<file path="src/hdl/strobe_delay_pulse_generator_top_assert.svh">
// -----------------------------------------------------------------------------
// Strobe delay pulse generator assertion macros
// Concurrent assertion wrappers; empty when SYNTHESIS is defined.
// -----------------------------------------------------------------------------
`ifndef STROBE_DELAY_PULSE_GENERATOR_TOP_ASSERT_SVH
`define STROBE_DELAY_PULSE_GENERATOR_TOP_ASSERT_SVH
`ifndef SYNTHESIS
// same-cycle implication
`define SDPG_ASSERT_SAME(label, clk, rst, ante, cons, msg) \
   label: assert property (@(posedge clk) disable iff (rst) (ante) |-> (cons)) \
      else $error(msg);
// next-cycle implication
`define SDPG_ASSERT_NEXT(label, clk, rst, ante, cons, msg) \
   label: assert property (@(posedge clk) disable iff (rst) (ante) |=> (cons)) \
      else $error(msg);
`else
`define SDPG_ASSERT_SAME(label, clk, rst, ante, cons, msg)
`define SDPG_ASSERT_NEXT(label, clk, rst, ante, cons, msg)
`endif
`endif

</file>
<file path="src/hdl/sdpg_pkg.sv">
// -----------------------------------------------------------------------------
// Strobe delay pulse generator package
// Shared constants, codes and control structs.
// -----------------------------------------------------------------------------
package sdpg_pkg;

   localparam int CHANNELS    = 4;
   localparam int TEST_PERIOD = 100001;
   localparam int TEST_ON_AT  = 100;
   localparam int TEST_RESET  = 25001;

   localparam int ChanW   = 2;
   localparam int TimeW   = 24;
   localparam int TimingW = 2 * TimeW;
   localparam int ModeW   = 2;
   localparam int IndexW  = 3;
   localparam int PhaseW  = 2;
   localparam int TestW   = $clog2(TEST_PERIOD + 1);

   // device modes
   localparam logic [ModeW-1:0] MODE_IDLE   = 2'd0;
   localparam logic [ModeW-1:0] MODE_NORMAL = 2'd1;
   localparam logic [ModeW-1:0] MODE_OTHER  = 2'd2;
   localparam logic [ModeW-1:0] MODE_TEST   = 2'd3;

   // request kinds
   localparam logic OP_TICK    = 1'b0;
   localparam logic OP_TRIGGER = 1'b1;

   // register indexes
   localparam logic [IndexW-1:0] CSR_MODE       = 3'd0;
   localparam logic [IndexW-1:0] CSR_CH0_TIMING = 3'd1;

   // channel phases
   localparam logic [PhaseW-1:0] PH_IDLE  = 2'd0;
   localparam logic [PhaseW-1:0] PH_DELAY = 2'd1;
   localparam logic [PhaseW-1:0] PH_PULSE = 2'd2;

   typedef struct packed {
      logic trigger;   // start the delay
      logic count;     // one counting tick
   } chan_ctrl_type;

   typedef struct packed {
      logic set_on;
      logic set_off;
   } chan_level_type;

endpackage

</file>
<file path="src/hdl/strobe_delay_pulse_generator_top.sv">
// -----------------------------------------------------------------------------
// Strobe delay pulse generator
// Four-channel triggered one-shot with delay, pulse and a free test pattern.
// -----------------------------------------------------------------------------
//
// Channel   Direction  Handshake             Contents
// req_      in         req_tvalid/tready     tdata: channel, tuser: operation
// rsp_      out        rsp_tvalid/tready     tdata: output_levels
// csr_      in         csr_we                csr_index, csr_wdata
//
// One request per cycle while the response is not stalled: a request is held
// in the input register, then all channel and test-counter updates are done in
// one pass of logic and the new levels land in the response register.
// The input register advances whenever the response register is empty or
// being taken, so a stalled response holds one request in each register.
// Reset is synchronous: modes, timing registers, channel phases, levels and
// the test counter (25001) take their reset values.
// -----------------------------------------------------------------------------
`include "strobe_delay_pulse_generator_top_assert.svh"

module strobe_delay_pulse_generator_top
   import sdpg_pkg::*;
(
   input  logic                 clock,
   input  logic                 reset,
   // request channel
   input  logic                 req_tvalid,
   output logic                 req_tready,
   input  logic [7:0]           req_tdata,   // [1:0] channel
   input  logic [0:0]           req_tuser,   // [0] operation
   // response channel
   output logic                 rsp_tvalid,
   input  logic                 rsp_tready,
   output logic [7:0]           rsp_tdata,   // [3:0] output_levels
   // register writes
   input  logic                 csr_we,
   input  logic [IndexW-1:0]    csr_index,
   input  logic [TimingW-1:0]   csr_wdata
);

   // input register
   logic               s1_valid_ff, s1_valid_in;
   logic               s1_op_ff;
   logic [ChanW-1:0]   s1_chan_ff;
   // response register
   logic               rsp_valid_ff, rsp_valid_in;
   logic [CHANNELS-1:0] rsp_level_ff;
   // block state
   logic [ModeW-1:0]    mode_ff;
   logic [CHANNELS-1:0] level_ff, level_in;
   logic [TestW-1:0]    test_ff, test_in, test_dec;

   logic                advance;
   logic                req_take;
   logic                chan_count;
   logic                test_tick;
   logic [CHANNELS-1:0] on_mask, off_mask;

   chan_ctrl_type       ctrl  [CHANNELS];
   chan_level_type      lreq  [CHANNELS];

   // Move the held request into the response register when there is room.
   assign advance    = s1_valid_ff && (!rsp_valid_ff || rsp_tready);
   assign req_tready = !s1_valid_ff || advance;
   assign req_take   = req_tvalid && req_tready;

   assign s1_valid_in  = req_take || (s1_valid_ff && !advance);
   assign rsp_valid_in = advance || (rsp_valid_ff && !rsp_tready);

   assign rsp_tvalid = rsp_valid_ff;
   assign rsp_tdata  = 8'(rsp_level_ff);

   // Count channels on a tick in either strobe-running mode; test mode
   // drives only the free test counter.
   assign chan_count = advance && (s1_op_ff == OP_TICK)
                       && ((mode_ff == MODE_NORMAL) || (mode_ff == MODE_OTHER));
   assign test_tick  = advance && (s1_op_ff == OP_TICK) && (mode_ff == MODE_TEST);

   for (genvar n = 0; n < CHANNELS; n++) begin : g_chan
      // Triggers only count in strobe-normal mode; a channel number with
      // no channel behind it matches nothing and is dropped.
      assign ctrl[n].trigger = advance && (s1_op_ff == OP_TRIGGER)
                               && (mode_ff == MODE_NORMAL)
                               && (s1_chan_ff == ChanW'(n));
      assign ctrl[n].count   = chan_count;
      assign on_mask[n]      = lreq[n].set_on;
      assign off_mask[n]     = lreq[n].set_off;

      sdpg_channel u_channel (
         .clock        (clock),
         .reset        (reset),
         .timing_we    (csr_we && (csr_index == IndexW'(CSR_CH0_TIMING + n))),
         .timing_wdata (csr_wdata),
         .ctrl         (ctrl[n]),
         .level_req    (lreq[n])
      );
   end

   // Next levels and test counter.
   always_comb begin
      level_in = (level_ff | on_mask) & ~off_mask;
      test_in  = test_ff;
      test_dec = test_ff - 1'b1;
      if (test_tick) begin
         if (test_ff == '0) begin
            // reload from zero without touching the levels
            test_in = TestW'(TEST_PERIOD);
         end else begin
            test_in = test_dec;
            priority if (test_dec == TestW'(TEST_PERIOD - 1)) begin
               level_in = '0;
            end else if (test_dec == TestW'(TEST_ON_AT)) begin
               level_in = '1;
            end else if (test_dec == '0) begin
               test_in = TestW'(TEST_PERIOD);
            end
         end
      end
   end

   always_ff @(posedge clock) begin
      if (reset) begin
         s1_valid_ff  <= 1'b0;
         rsp_valid_ff <= 1'b0;
         mode_ff      <= MODE_IDLE;
         level_ff     <= '0;
         test_ff      <= TestW'(TEST_RESET);
      end else begin
         s1_valid_ff  <= s1_valid_in;
         rsp_valid_ff <= rsp_valid_in;
         if (csr_we && (csr_index == CSR_MODE)) begin
            mode_ff <= csr_wdata[ModeW-1:0];
         end
         if (advance) begin
            level_ff <= level_in;
         end
         test_ff <= test_in;
      end
   end

   // Payload registers: capture on the handshake, hold otherwise.
   always_ff @(posedge clock) begin
      if (req_take) begin
         s1_op_ff   <= req_tuser[0];
         s1_chan_ff <= req_tdata[ChanW-1:0];
      end
      if (advance) begin
         rsp_level_ff <= level_in;
      end
   end

   // Assertions
   `SDPG_ASSERT_SAME(a_test_range, clock, reset, 1'b1, test_ff <= TestW'(TEST_PERIOD), "test counter beyond period")
   `SDPG_ASSERT_NEXT(a_rsp_load, clock, reset, advance, rsp_valid_ff && (rsp_level_ff == level_ff), "response does not match levels")
   `SDPG_ASSERT_NEXT(a_idle_mode, clock, reset, advance && (mode_ff == MODE_IDLE), level_ff == $past(level_ff), "levels moved in idle mode")

endmodule

</file>
<file path="src/hdl/sdpg_channel.sv">
// -----------------------------------------------------------------------------
// Strobe delay pulse generator channel
// Timing register, phase and countdown of one strobe channel.
// -----------------------------------------------------------------------------
module sdpg_channel
   import sdpg_pkg::*;
(
   input  logic                 clock,
   input  logic                 reset,
   input  logic                 timing_we,
   input  logic [TimingW-1:0]   timing_wdata,
   input  chan_ctrl_type        ctrl,
   output chan_level_type       level_req
);

   logic [TimingW-1:0] timing_ff;
   logic [PhaseW-1:0]  phase_ff, phase_in;
   logic [TimeW-1:0]   count_ff, count_in;
   logic [TimeW-1:0]   count_dec;
   logic [TimeW-1:0]   delay_ticks, pulse_ticks;

   assign delay_ticks = timing_ff[TimeW-1:0];
   assign pulse_ticks = timing_ff[TimingW-1:TimeW];
   assign count_dec   = (count_ff != '0) ? count_ff - 1'b1 : '0;

   always_comb begin
      phase_in  = phase_ff;
      count_in  = count_ff;
      level_req = '0;
      if (ctrl.trigger) begin
         phase_in = PH_DELAY;
         if (delay_ticks == '0) begin
            level_req.set_on = 1'b1;
            count_in         = TimeW'(1);
         end else begin
            count_in = delay_ticks;
         end
      end else if (ctrl.count) begin
         unique case (phase_ff)
            PH_DELAY: begin
               count_in = count_dec;
               if (count_dec == '0) begin
                  // zero pulse length drops the output on the same tick
                  if (pulse_ticks == '0) begin
                     level_req.set_off = 1'b1;
                     phase_in          = PH_IDLE;
                  end else begin
                     level_req.set_on = 1'b1;
                     phase_in         = PH_PULSE;
                     count_in         = pulse_ticks;
                  end
               end
            end
            PH_PULSE: begin
               count_in = count_dec;
               if (count_dec == '0) begin
                  level_req.set_off = 1'b1;
                  phase_in          = PH_IDLE;
               end
            end
            default: begin
               phase_in = phase_ff;
            end
         endcase
      end
   end

   always_ff @(posedge clock) begin
      if (reset) begin
         timing_ff <= '0;
         phase_ff  <= PH_IDLE;
         count_ff  <= '0;
      end else begin
         if (timing_we) begin
            timing_ff <= timing_wdata;
         end
         phase_ff <= phase_in;
         count_ff <= count_in;
      end
   end

endmodule
</file>
<file path="config.mk">
export PLATFORM = sky130hd
export DESIGN_NAME = strobe_delay_pulse_generator_top
export DESIGN_NICKNAME = d
export VERILOG_FILES = /design/src/hdl/sdpg_pkg.sv /design/src/hdl/strobe_delay_pulse_generator_top.sv /design/src/hdl/sdpg_channel.sv
export VERILOG_INCLUDE_DIRS = /design/src /design/src/hdl
export SDC_FILE = /design/constraint.sdc
export NUM_CORES = 1
export LEC_CHECK = 0
export ABC_AREA = 1
export BUFFER_PORTS_ARGS = -buffer_cell sky130_fd_sc_hd__buf_2
export CORE_UTILIZATION = 40
export DETAILED_ROUTE_END_ITERATION = 8
export SYNTH_ARGS = -nofsm -noshare
export SYNTH_HDL_FRONTEND = slang
export SYNTH_SLANG_ARGS = --single-unit
</file>
<file path="constraint.sdc">
create_clock -name clock -period 4 [get_ports clock]
set_input_delay 0.6 -clock clock [delete_from_list [all_inputs] [get_ports clock]]
set_output_delay 0.6 -clock clock [all_outputs]
set_load 0.05 [all_outputs]
</file>
# Yosys cells after proc, flatten, opt, wreduce, memory -nomap -nowiden
# Cells that the tools add are included.
# totals
register_bits	328
latch_bits	0
ramBits	0
romBits	0
inputBits	65
wordCells	244
n_memories	0
# classes
add_sub_neg	5
mul	0
div	0
n_lt_le_gt_ge	0
eq_ne	36
shifts	0
muxes	100
n_bitwise	4
n_reduce_logical	75
# op_table
cell	n
24-bit 2-to-1 mux	24
24-bit logical NOT	12
24-bit case mux with 2 select lines	4
24-bit nonzero test	4
24-bit by 1-bit subtractor with 24-bit output (second input constant)	4
17-bit 2-to-1 mux	4
2-bit 2-to-1 mux	20
1-bit 2-to-1 mux	36
17-bit logical NOT	2
4-bit AND reduction	8
3-bit by 2-bit != test with 1-bit output (second input constant)	8
1-bit logical AND	18
17-bit == test (second input constant)	1
17-bit by 7-bit == test with 1-bit output (second input constant)	1
17-bit by 1-bit subtractor with 17-bit output (second input constant)	1
2-bit == test (second input constant)	8
4-bit 2-to-1 mux	4
2-bit by 1-bit != test with 1-bit output (second input constant)	8
2-bit case mux with 2 select lines	4
2-bit nonzero test	8
2-bit by 1-bit == test with 1-bit output (second input constant)	6
3-bit nonzero test	4
1-bit case mux with 2 select lines	4
2-bit AND reduction	4
12 further kinds	23

# Depth between registers and ports, before layout
# Gate-level depths: netlist (run 1).
# logic_depth
word_depth	13
ltp_mapped	18
mapped_depth_nobuf	18

# Modules after synthesis
# From an unflattened synthesis (run 1), not the netlist that was laid out.
# unflattened
cells_unflattened	2879
hier_area_um2	18785.5
# by_module_without_submodules
mod	instances	cells_per_inst	area_per_inst_um2
sdpg_channel	4	642	4190.3
strobe_delay_pulse_generator_top	1	311	2024.4

# Worst setup path before layout (run 1)
# OpenSTA, ideal clock, no wires.
# synth_timing
path_type	reg2reg
startpoint	reg g_chan[1].u_channel.count_ff[0]
endpoint	reg g_chan[1].u_channel.count_ff[14]
setup_ns	0.122
arrival_ns	2.278
t_required_ns	3.878
setup_slack_ns	1.600
path_stages_with_launch	16
synth_period_minus_slack_ns	2.400
path_cell_list	dfxtp_1 > inv_1 > ha_1 > nand3_4 > nor2_8 > nand3_4 > buf_6 > nand2_1 > nand3_2 > nor2_4 > nand3_4 > nor3_4 > buf_6 > nand2_2 > nand3_2 > a21oi_2
# synth_between
elab_chain_cells	7
word_cells_on_any_way	9
# synth_rtl
element	line_no	text
from (decl)	sdpg_channel.sv:18	logic [TimeW-1:0] count_ff, count_in;
from (signal assigned)	sdpg_channel.sv:78	count_ff <= count_in;
24-bit by 1-bit subtractor with 24-bit output or 24-bit nonzero test (tied branches)	sdpg_channel.sv:24	assign count_dec = (count_ff != '0) ? count_ff - 1'b1 : '0;
24-bit 2-to-1 mux *	sdpg_channel.sv:24	
24-bit logical NOT or 24-bit 2-to-1 mux (tied branches)	sdpg_channel.sv:42, sdpg_channel.sv:44	
24-bit 2-to-1 mux	sdpg_channel.sv:42	if (count_dec == '0) begin
24-bit case mux with 2 select lines *	sdpg_channel.sv:39	unique case (phase_ff)
24-bit 2-to-1 mux *	sdpg_channel.sv:38	end else if (ctrl.count) begin
24-bit 2-to-1 mux *	sdpg_channel.sv:30	if (ctrl.trigger) begin
# Every way passes the cells marked *; elsewhere a longest branch is shown, timed or not. The select of a mux whose other input is x is not followed.
# A chain may end at the register's enable or synchronous reset.

# Final worst setup path (run 1)
# layout_timing
startpoint	reg g_chan[3].u_channel.count_ff[2]
endpoint	reg rsp_level_ff[3] (data pin)
# layout_between
elab_chain_cells	13
word_cells_on_any_way	18
# layout_rtl
element	line_no	text
from (decl)	sdpg_channel.sv:18	
from (signal assigned)	sdpg_channel.sv:78	
24-bit by 1-bit subtractor with 24-bit output or 24-bit nonzero test (tied branches)	sdpg_channel.sv:24	
24-bit 2-to-1 mux *	sdpg_channel.sv:24	
24-bit logical NOT *	sdpg_channel.sv:42, sdpg_channel.sv:56	
1-bit 2-to-1 mux or 2-bit 2-to-1 mux (tied branches)	sdpg_channel.sv:56, sdpg_channel.sv:42	
1-bit case mux with 2 select lines or 1-bit 2-to-1 mux (tied branches)	sdpg_channel.sv:39	
2-bit 2-to-1 mux *	sdpg_channel.sv:38	
1-bit 2-to-1 mux	sdpg_channel.sv:30	
4-bit inverter or 4-bit OR (tied branches)	strobe_delay_pulse_generator_top.sv:101	level_in = (level_ff | on_mask) & ~off_mask;
4-bit AND *	strobe_delay_pulse_generator_top.sv:101	
4-bit 2-to-1 mux	strobe_delay_pulse_generator_top.sv:112	end else if (test_dec == TestW'(TEST_ON_AT)) begin
4-bit 2-to-1 mux	strobe_delay_pulse_generator_top.sv:110	priority if (test_dec == TestW'(TEST_PERIOD - 1)) begin
4-bit 2-to-1 mux	strobe_delay_pulse_generator_top.sv:105	if (test_ff == '0) begin
4-bit 2-to-1 mux *	strobe_delay_pulse_generator_top.sv:104	if (test_tick) begin
named net level_in[3]	strobe_delay_pulse_generator_top.sv:50	logic [CHANNELS-1:0] level_ff, level_in;
to (signal assigned)	strobe_delay_pulse_generator_top.sv:148	rsp_level_ff <= level_in;
to (decl)	strobe_delay_pulse_generator_top.sv:47	logic [CHANNELS-1:0] rsp_level_ff;
# The timed path passes the listed nets; every way through them passes the cells marked *.

==> impl_summary.txt, run 1 <==
----------------------------------------------------
[Setup path]
  Reg-to-Reg Start ... g_chan[3].u_channel.count_ff[2]
  Arrival time reported for the critical path endpoint ... roughly 3.6 ns
  Delay of the slowest critical-path stage ... slightly below 0.6 ns
  First element of the critical path ... g_chan[3].u_channel.count_ff[2]
  Worst Reg-to-Reg Cells ... 14
  Worst Setup Start Kind ... register
  Type of the worst setup path ... register to register
  Cell mode on critical path ... sky130_fd_sc_hd__nand2_1
  Largest fanout on the critical path ... 12
  Family with the most delay on the worst path ... simple AND/OR/NAND/NOR gates
  Cell Chain, Critical Path ... nor2_1 -> nand2_2 -> nor2_2 -> nand3_1 -> nor2_1 -> nand2_1 -> nand2_1 -> nand3_1 -> nor2_4 -> nand2_4 -> o21ai_0 -> nand2_1 -> nand2_1 -> inv_1
  Crit path depth ... 14
  Slowest cell on the critical path ... sky130_fd_sc_hd__o21ai_0
  Worst EP required ... 4.30 ns
  Buffer and inverter count on the worst path ... 1
  CP Capture Type ... register

[Clock network]
  Hold bufs inserted after CTS ... 0
  Clock latency of the later-clocked register in the worst-skew pair ... roughly 0.56 ns
  Resize count post-CTS ... 0
  Cell at the root of the clock tree ... sky130_fd_sc_hd__clkbuf_16
  Number of clock buffers inserted by TritonCTS ... 38
  CTS tree ... yes
  Max Root-Sink Buffers ... 3
  Post-CTS Setup Repair Bufs ... 0
  Worst-path clk slew ... around 0.060 ns
  Max H-tree Level ... 2
  Clock net sink count ... around 330

[Min path]
  Launch point of the worst hold path ... req_tuser
  Worst hold path depth ... 1
  Class of the tightest hold or removal check ... input port to register

[Pwr]
  Proportion of power drawn by the clock network ... between 40% and 50%
  Total chip power ... a little under 9 mW
  Switching portion of total power ... 31.1%
  Leak pwr ... between 9 and 10 nW
  Pint ... around 6.1 mW
  Sequential Power Share ... between 30% and 40%
  Largest vdd supply drop ... between 0.3 and 0.4 mV
  Switching Power ... 2.77 mW
  Logic pwr share ... 20.4%
  Power density over the cells ... approximately 430 mW/mm^2

[Floorplanning]
  Floorplan die area ... 0.0479 sq mm
  Die Span X ... 219 microns
  Initial core utilization ... 40.5%
  Die height ... around 220 microns
  I/O pins ... 75
  Number of placement rows ... 79
  Core area ... 0.0465 sq mm

[Yosys]
  Library cell with the largest summed area after synthesis ... sky130_fd_sc_hd__dfxtp_1
  Number of enable flip-flop cells after synthesis ... 7
  Area share of the largest cell type after synthesis ... 34.2%
  Number of storage elements in the synthesis netlist ... 328
  Cell types with the largest area share after synthesis ... sky130_fd_sc_hd__dfxtp_1, sky130_fd_sc_hd__nand2_1, sky130_fd_sc_hd__nor2_1
  Mean post-synth cell area ... approximately 6.6 sq um
  Synthesized instance count ... between 2000 and 3000
  Total number of yosys warnings ... 0
  Number of library cell types mapped by synthesis ... 47
  Dominant cell by count in the synthesized netlist ... sky130_fd_sc_hd__nand2_1
  Most common library cells after synthesis ... sky130_fd_sc_hd__nand2_1, sky130_fd_sc_hd__nor2_1, sky130_fd_sc_hd__dfxtp_1, sky130_fd_sc_hd__o21ai_0, sky130_fd_sc_hd__inv_1
  Post-synthesis instance area ... 0.0188 sq mm
  Dominant register cell in the synthesized netlist ... sky130_fd_sc_hd__dfxtp_1
  Part of the Yosys area used for sequential elements ... 35.3%
  Share of async-settable or async-resettable flops after synthesis ... 0%

[Placement]
  Total placed cells including tap cells ... 3435
  Weighted congestion at the end of routability-driven global placement ... 0.912
  Count of port buffers added during placement ... 64
  Detailed-placement wirelength estimate ... around 45000 microns

[STA]
  Hold WS ... 0.234 ns
  Final critical path time including I/O delays and setup ... roughly 3.3 ns
  Count of final max-slew check failures ... 0
  Count of endpoints failing setup in the final report ... 0
  Slew Limit Headroom ... approximately 26%
  Highest Clock Rate ... 303 MHz
  Setup repair after global routing missed its margin ... false
  Measured slew at the worst slew-check pin ... approximately 1.1 ns
  Final Hold Fails ... 0
  Crit share post-route ... 82.4%
  Worst setup skew after layout ... 0.0203 ns
  Total Neg Setup Slack ... 0 ns

[Global routing]
  Vias in the first global route ... 17413
  Largest net degree at the start of global routing ... around 140
  Initial antenna violation count ... 2
  Global-route wire length before repair ... 96600 microns
  Overflow after GRT ... 0
  Overall routing resource usage ... about a quarter

[Routing]
  Post-DRT Antenna Nets ... 0
  Ratio of routed vias to standard cells ... ~5.4
  Final Routed Wirelength ... roughly 62000 microns
  DRC errors left ... 0
  DR pass1 iterations ... 7
  Mean routed wirelength per cell ... 17.7 microns
  Initial DRC Count ... around 1600
  DR vias ... between 15000 and 20000

[Final layout]
  Share of post-route cells with drive strength above 1 ... about 11%
  Share of the core filled with cells ... between 40% and 50%
  Post-route insts no fill ... approximately 3500
  Post-layout nets ... 2949
  Number of fillers in the final layout ... between 4000 and 5000
  Signed area change from the synthesized netlist to the final layout ... 10.7%

[Status]
  Result of the run ... complete, no violations

[Flow run]
  Max_cap viols ... 0

----------------------------------------------------
[flip-flops by register name, indices dropped and copies added (netlist names), 2 cells and up]
| signal | cells |
|---|---|
| g_chan.u_channel.timing_ff | 192 |
| s1_chan_ff | 2 |
| level_ff | 4 |
| rsp_level_ff | 4 |
| g_chan.u_channel.phase_ff | 8 |
| g_chan.u_channel.count_ff | 96 |
| mode_ff | 2 |
| test_ff | 17 |
[cell usage in the layout, fill, tap and decap left out, drive strengths merged]
cell	instances
xnor2	6
edfxtp	7
or2	1
nand3	262
a21o	1
a31oi	5
ha	16
bufinv	4
o22ai	1
a21oi	303
and3	1
and2	2
clkinvlp	1
nor3	22
diode	1
nor4	31
nand4	74
clkbuf	58
dfxtp	321
xor2	19
clkinv	6
buf	88
inv	315
nor2	460
conb	4
o21ai	310
o31ai	2
o21bai	11
nand2	552
o221ai	3
nand3b	8
[layer usage]
metal	GRT usage [%]	vias up	wire length (microns)
li1	-	9432	-
met2	41.8	592	28100
met1	34.9	8850	28000
met3	4.27	110	4440
met4	8.10	0	1700
met5	0	-	0
[path summary, 6_finish.rpt]
kind | endpoint | slack [ns]
max | rsp_level_ff[3] | 0.70
min | s1_op_ff | 0.23
max reg2reg | rsp_level_ff[3] | 0.70
min reg2reg | g_chan[2].u_channel.timing_ff[4] | 0.47
[final cells by class]
cell class,instances,area (sq um),area share [%]
multi-input combinational,2094,10400,50.0
inverter,318,1200,5.76
sequential,328,6640,31.9
timing repair buffer,88,513,2.46
clock inverter,8,143,0.685
clock buffer,58,1160,5.57
antenna,1,2.50,0.0120
tap,607,759,3.65
[through the flow]
step | setup slack [ns] | cell area [sq um]
2_1_floorplan | 1.60 | 18800
3_3_place_gp | 0.799 | 19500
3_5_place_dp | 0.741 | 19500
4_1_cts | 0.734 | 20800
5_1_grt | 0.324 | 20800
6_report | 0.702 | 20800
[cells by family after synthesis]
logic type / count (synthesis) / share of synthesized area, %
xor+xnor: 25 / 1.16
buf+inv: 447 / 9.60
simple gates: 1413 / 35.1
fa+ha+maj: 16 / 1.06
flops: 328 / 35.3
compound gates: 636 / 17.7
other cells: 1 / 0.0199
[power groups by stage]
stage | combinational (mW) | sequential, mW | clock [mW]
5_1_grt | 2.00 | 3.41 | 3.88
6_report | 1.81 | 3.40 | 3.69
3_5_place_dp | 1.79 | 3.47 | 0
4_1_cts | 1.80 | 3.40 | 3.74
3_3_place_gp | 1.78 | 3.47 | 0
2_1_floorplan | 1.36 | 3.46 | 0
(Power assumes the default switching activity.)
==> inputs of run 2 (changes only) <==
clock period = 3.05 ns   (was 4 ns; I/O delays follow)
==> run 2 against run 1 <==
Compared with the run above: combinational power is 34% higher; critical endpoint unchanged; final cell count is 0.80% higher; fmax is 13% higher; first-iteration DRC count is 2.0% higher; die area stayed put; clock power is 31% higher; critical path depth is 3 higher; flip-flop and latch count stayed put; sequential share of layout area is 0.35 points lower; clock skew is 0.0052 ns higher.
==> impl_summary.txt, run 2 (synthesis gave the netlist of run 1 again) <==
----------------------------------------------------
[Clock network]
  Post-CTS Setup Repair Bufs ... 0 (unchanged)
  Clock net sink count ... 328 (unchanged)
  CTS tree ... yes
  Max H-tree Level ... 2 (unchanged)
  Number of clock buffers inserted by TritonCTS ... 39 (+2.6%)
  Worst-path clk slew ... 0.06 ns (about the same)
  Clock latency of the later-clocked register in the worst-skew pair ... 0.57 ns (about the same)
  Max Root-Sink Buffers ... 3 (unchanged)
  Cell at the root of the clock tree ... sky130_fd_sc_hd__clkbuf_16
  Hold bufs inserted after CTS ... 0 (unchanged)

[Final layout]
  Commonest non-fill, non-tap cell in the layout ... sky130_fd_sc_hd__nand2_1
  Post-route insts no fill ... 3530 (+0.80%)
  Share of post-route cells with drive strength above 1 ... 12.2% (+1.1 points)
  Commonest non-fill, non-tap cells in the layout ... sky130_fd_sc_hd__nand2_1, sky130_fd_sc_hd__nor2_1, sky130_fd_sc_hd__dfxtp_1
  Top Registers ... g_chan.u_channel.timing_ff x192, g_chan.u_channel.count_ff x96, test_ff x17
  Register with the most flip-flops ... g_chan.u_channel.timing_ff
  Number of fillers in the final layout ... 4846 (-2.4%)
  Signed area change from the synthesized netlist to the final layout ... 12.0%
  Cell area after layout ... 0.0211 sq mm (+1.1%)
  Post-layout nets ... 2973 (+0.81%)
  Number of inserted diodes ... 0 (-1)
  Max FFs per register ... 192 (unchanged)

[Routing]
  Initial DRC Count ... 1650 (+2.0%)
  Final Routed Wirelength ... 62800 microns (+1.1%)
  Ratio of routed vias to standard cells ... 5.44 (+0.42%)
  Post-DRT Antenna Nets ... 0 (unchanged)
  Mean routed wirelength per cell ... 17.8 microns (+0.30%)
  Wire length on met1 ... 27900 microns (-0.18%)
  DR vias ... 19216 (+1.2%)
  Amount of wire on met3 after detailed routing ... 4040 microns (-8.9%)
  Sum of met2 wire segment lengths after detailed routing ... 28900 microns (+3.1%)
  DR pass1 iterations ... 5 (-2)
  DRC errors left ... 0 (unchanged)
  Top layer used by detailed routing ... met4

[Placement]
  Count of port buffers added during placement ... 64 (unchanged)
  Total placed cells including tap cells ... 3455 (+0.58%)
  Detailed-placement wirelength estimate ... 45700 microns (+1.1%)
  Placed standard-cell area ... 0.0197 sq mm (+0.83%)
  Weighted congestion at the end of routability-driven global placement ... 0.908 (-0.44%)

[Setup path]
  CP Capture Type ... register
  Largest fanout on the critical path ... 8 (-4)
  Worst EP required ... 3.36 ns (-0.94 ns)
  Type of the worst setup path ... register to register
  Worst Setup Start Kind ... register
  Arrival time reported for the critical path endpoint ... 3.23 ns (-0.37 ns)

[STA]
  Highest Clock Rate ... 342 MHz (+13%)
  Worst setup skew after layout ... 0.0254 ns (+0.00516 ns)
  Count of final max-slew check failures ... 0 (unchanged)
  Hold WS ... 0.0812 ns (-0.153 ns)
  Crit share post-route ... 95.8% (+13 points)
  Total Neg Setup Slack ... 0 ns (unchanged)
  Measured slew at the worst slew-check pin ... 1.03 ns (-0.0802 ns)
  Final Hold Fails ... 0 (unchanged)
  Final critical path time including I/O delays and setup ... 2.92 ns (-0.377 ns)
  Slew Limit Headroom ... 31.0% (+5.3 points)
  Setup repair after global routing missed its margin ... true
  Count of endpoints failing setup in the final report ... 0 (unchanged)

[Status]
  Result of the run ... complete, no violations

[Floorplanning]
  Die Span X ... 219 microns (unchanged)
  Floorplan die area ... 0.0479 sq mm (unchanged)
  Core area ... 0.0465 sq mm (unchanged)
  Die height ... 219 microns (unchanged)
  Initial core utilization ... 40.5% (unchanged)
  I/O pins ... 75 (unchanged)
  Number of placement rows ... 79 (unchanged)

[Global routing]
  Overflow after GRT ... 0 (unchanged)
  Vias in the first global route ... 17653 (+1.4%)
  Global-route wire length before repair ... 96400 microns (-0.26%)
  Largest net degree at the start of global routing ... 106 (-21%)
  Initial antenna violation count ... 1 (-1)
  Overall routing resource usage ... 25.7% (-0.11 points)

[Pwr]
  Largest vdd supply drop ... 0.388 mV (+15%)
  Leak pwr ... 9.61 nW (+1.6%)
  Power density over the cells ... 557 mW/mm^2 (+30%)
  Total chip power ... 11.7 mW (+32%)

[Min path]
  Class of the tightest hold or removal check ... input port to register

[Flow run]
  Max_cap viols ... 0 (unchanged)

----------------------------------------------------
## run 2: cell count changes in the layout (fill, tap and decap cells not counted), sizes merged
cell and delta:
buf +20, clkinv +5, inv +4, clkbuf -3
nand3 +3, diode -1
## run 2: per-layer routing
layer,up-vias,global-route usage [%]
met3,126,3.87
met1,9001,34.0
met5,-,0
li1,9488,-
met4,0,9.24
met2,601,42.4
## run 2: path summary, 6_finish.rpt
kind | startpoint | to | slack [ns] | cells past startpoint
setup / recovery | g_chan[3].u_channel.count_ff[1] | rsp_level_ff[3] | 0.13 | 17
hold reg to reg | g_chan[2].u_channel.timing_ff[1] | g_chan[2].u_channel.timing_ff[1] | 0.46 | 2
setup reg to reg | g_chan[3].u_channel.count_ff[1] | rsp_level_ff[3] | 0.13 | 17
hold / removal | req_tuser | s1_op_ff | 0.08 | 1
## run 2: layout make-up
type                       instances  area (sq um)  area share, %
timing repair buffer             108           676           3.21
multi-input combinational       2097         10500           49.7
clock buffer                      55          1110           5.25
clock inverter                    17           209          0.992
sequential                       328          6640           31.5
inverter                         318          1200           5.69
tap                              607           759           3.61
## run 2: worst max-delay path, stage by stage, from the launching register on
cell,delay [ns]
sky130_fd_sc_hd__dfxtp_1,0.33
sky130_fd_sc_hd__inv_1,0.06
sky130_fd_sc_hd__ha_1,0.23
sky130_fd_sc_hd__nand2_2,0.15
sky130_fd_sc_hd__nor2_8,0.21
sky130_fd_sc_hd__nand2_2,0.11
sky130_fd_sc_hd__nor2_2,0.22
sky130_fd_sc_hd__o21bai_1,0.14
sky130_fd_sc_hd__nand2_1,0.07
sky130_fd_sc_hd__nor2_1,0.09
sky130_fd_sc_hd__nand2_1,0.09
sky130_fd_sc_hd__nor2_4,0.22
sky130_fd_sc_hd__nand2_4,0.12
sky130_fd_sc_hd__o21ai_2,0.26
sky130_fd_sc_hd__buf_4,0.15
sky130_fd_sc_hd__nand2_1,0.04
sky130_fd_sc_hd__nand2_1,0.08
sky130_fd_sc_hd__inv_1,0.07
## run 2: through the flow
stage	worst slack [ns]	utilization, %
after CTS	0.00702	45.2
after floorplan	0.650	-
after global placement	-0.138	42.4
final	0.129	45.3
after detailed placement	-0.145	42.4
after global routing	-0.0473	45.3
## run 2: repair_timing
| action | in CTS | in global routing |
|---|---|---|
| endpoints found under the hold margin | 0 | 0 |
| pin swaps | 0 | 1 |
| gates cloned | 0 | 3 |
| gates resized for setup | 1 | 9 |
| endpoints found under the setup margin | 2 | 43 |
## run 2: power by group
group | switching (mW) | internal (mW)
logic | 1.69 | 0.730
registers | 0.0611 | 4.40
clock network | 1.96 | 2.89
total | 3.71 | 8.02
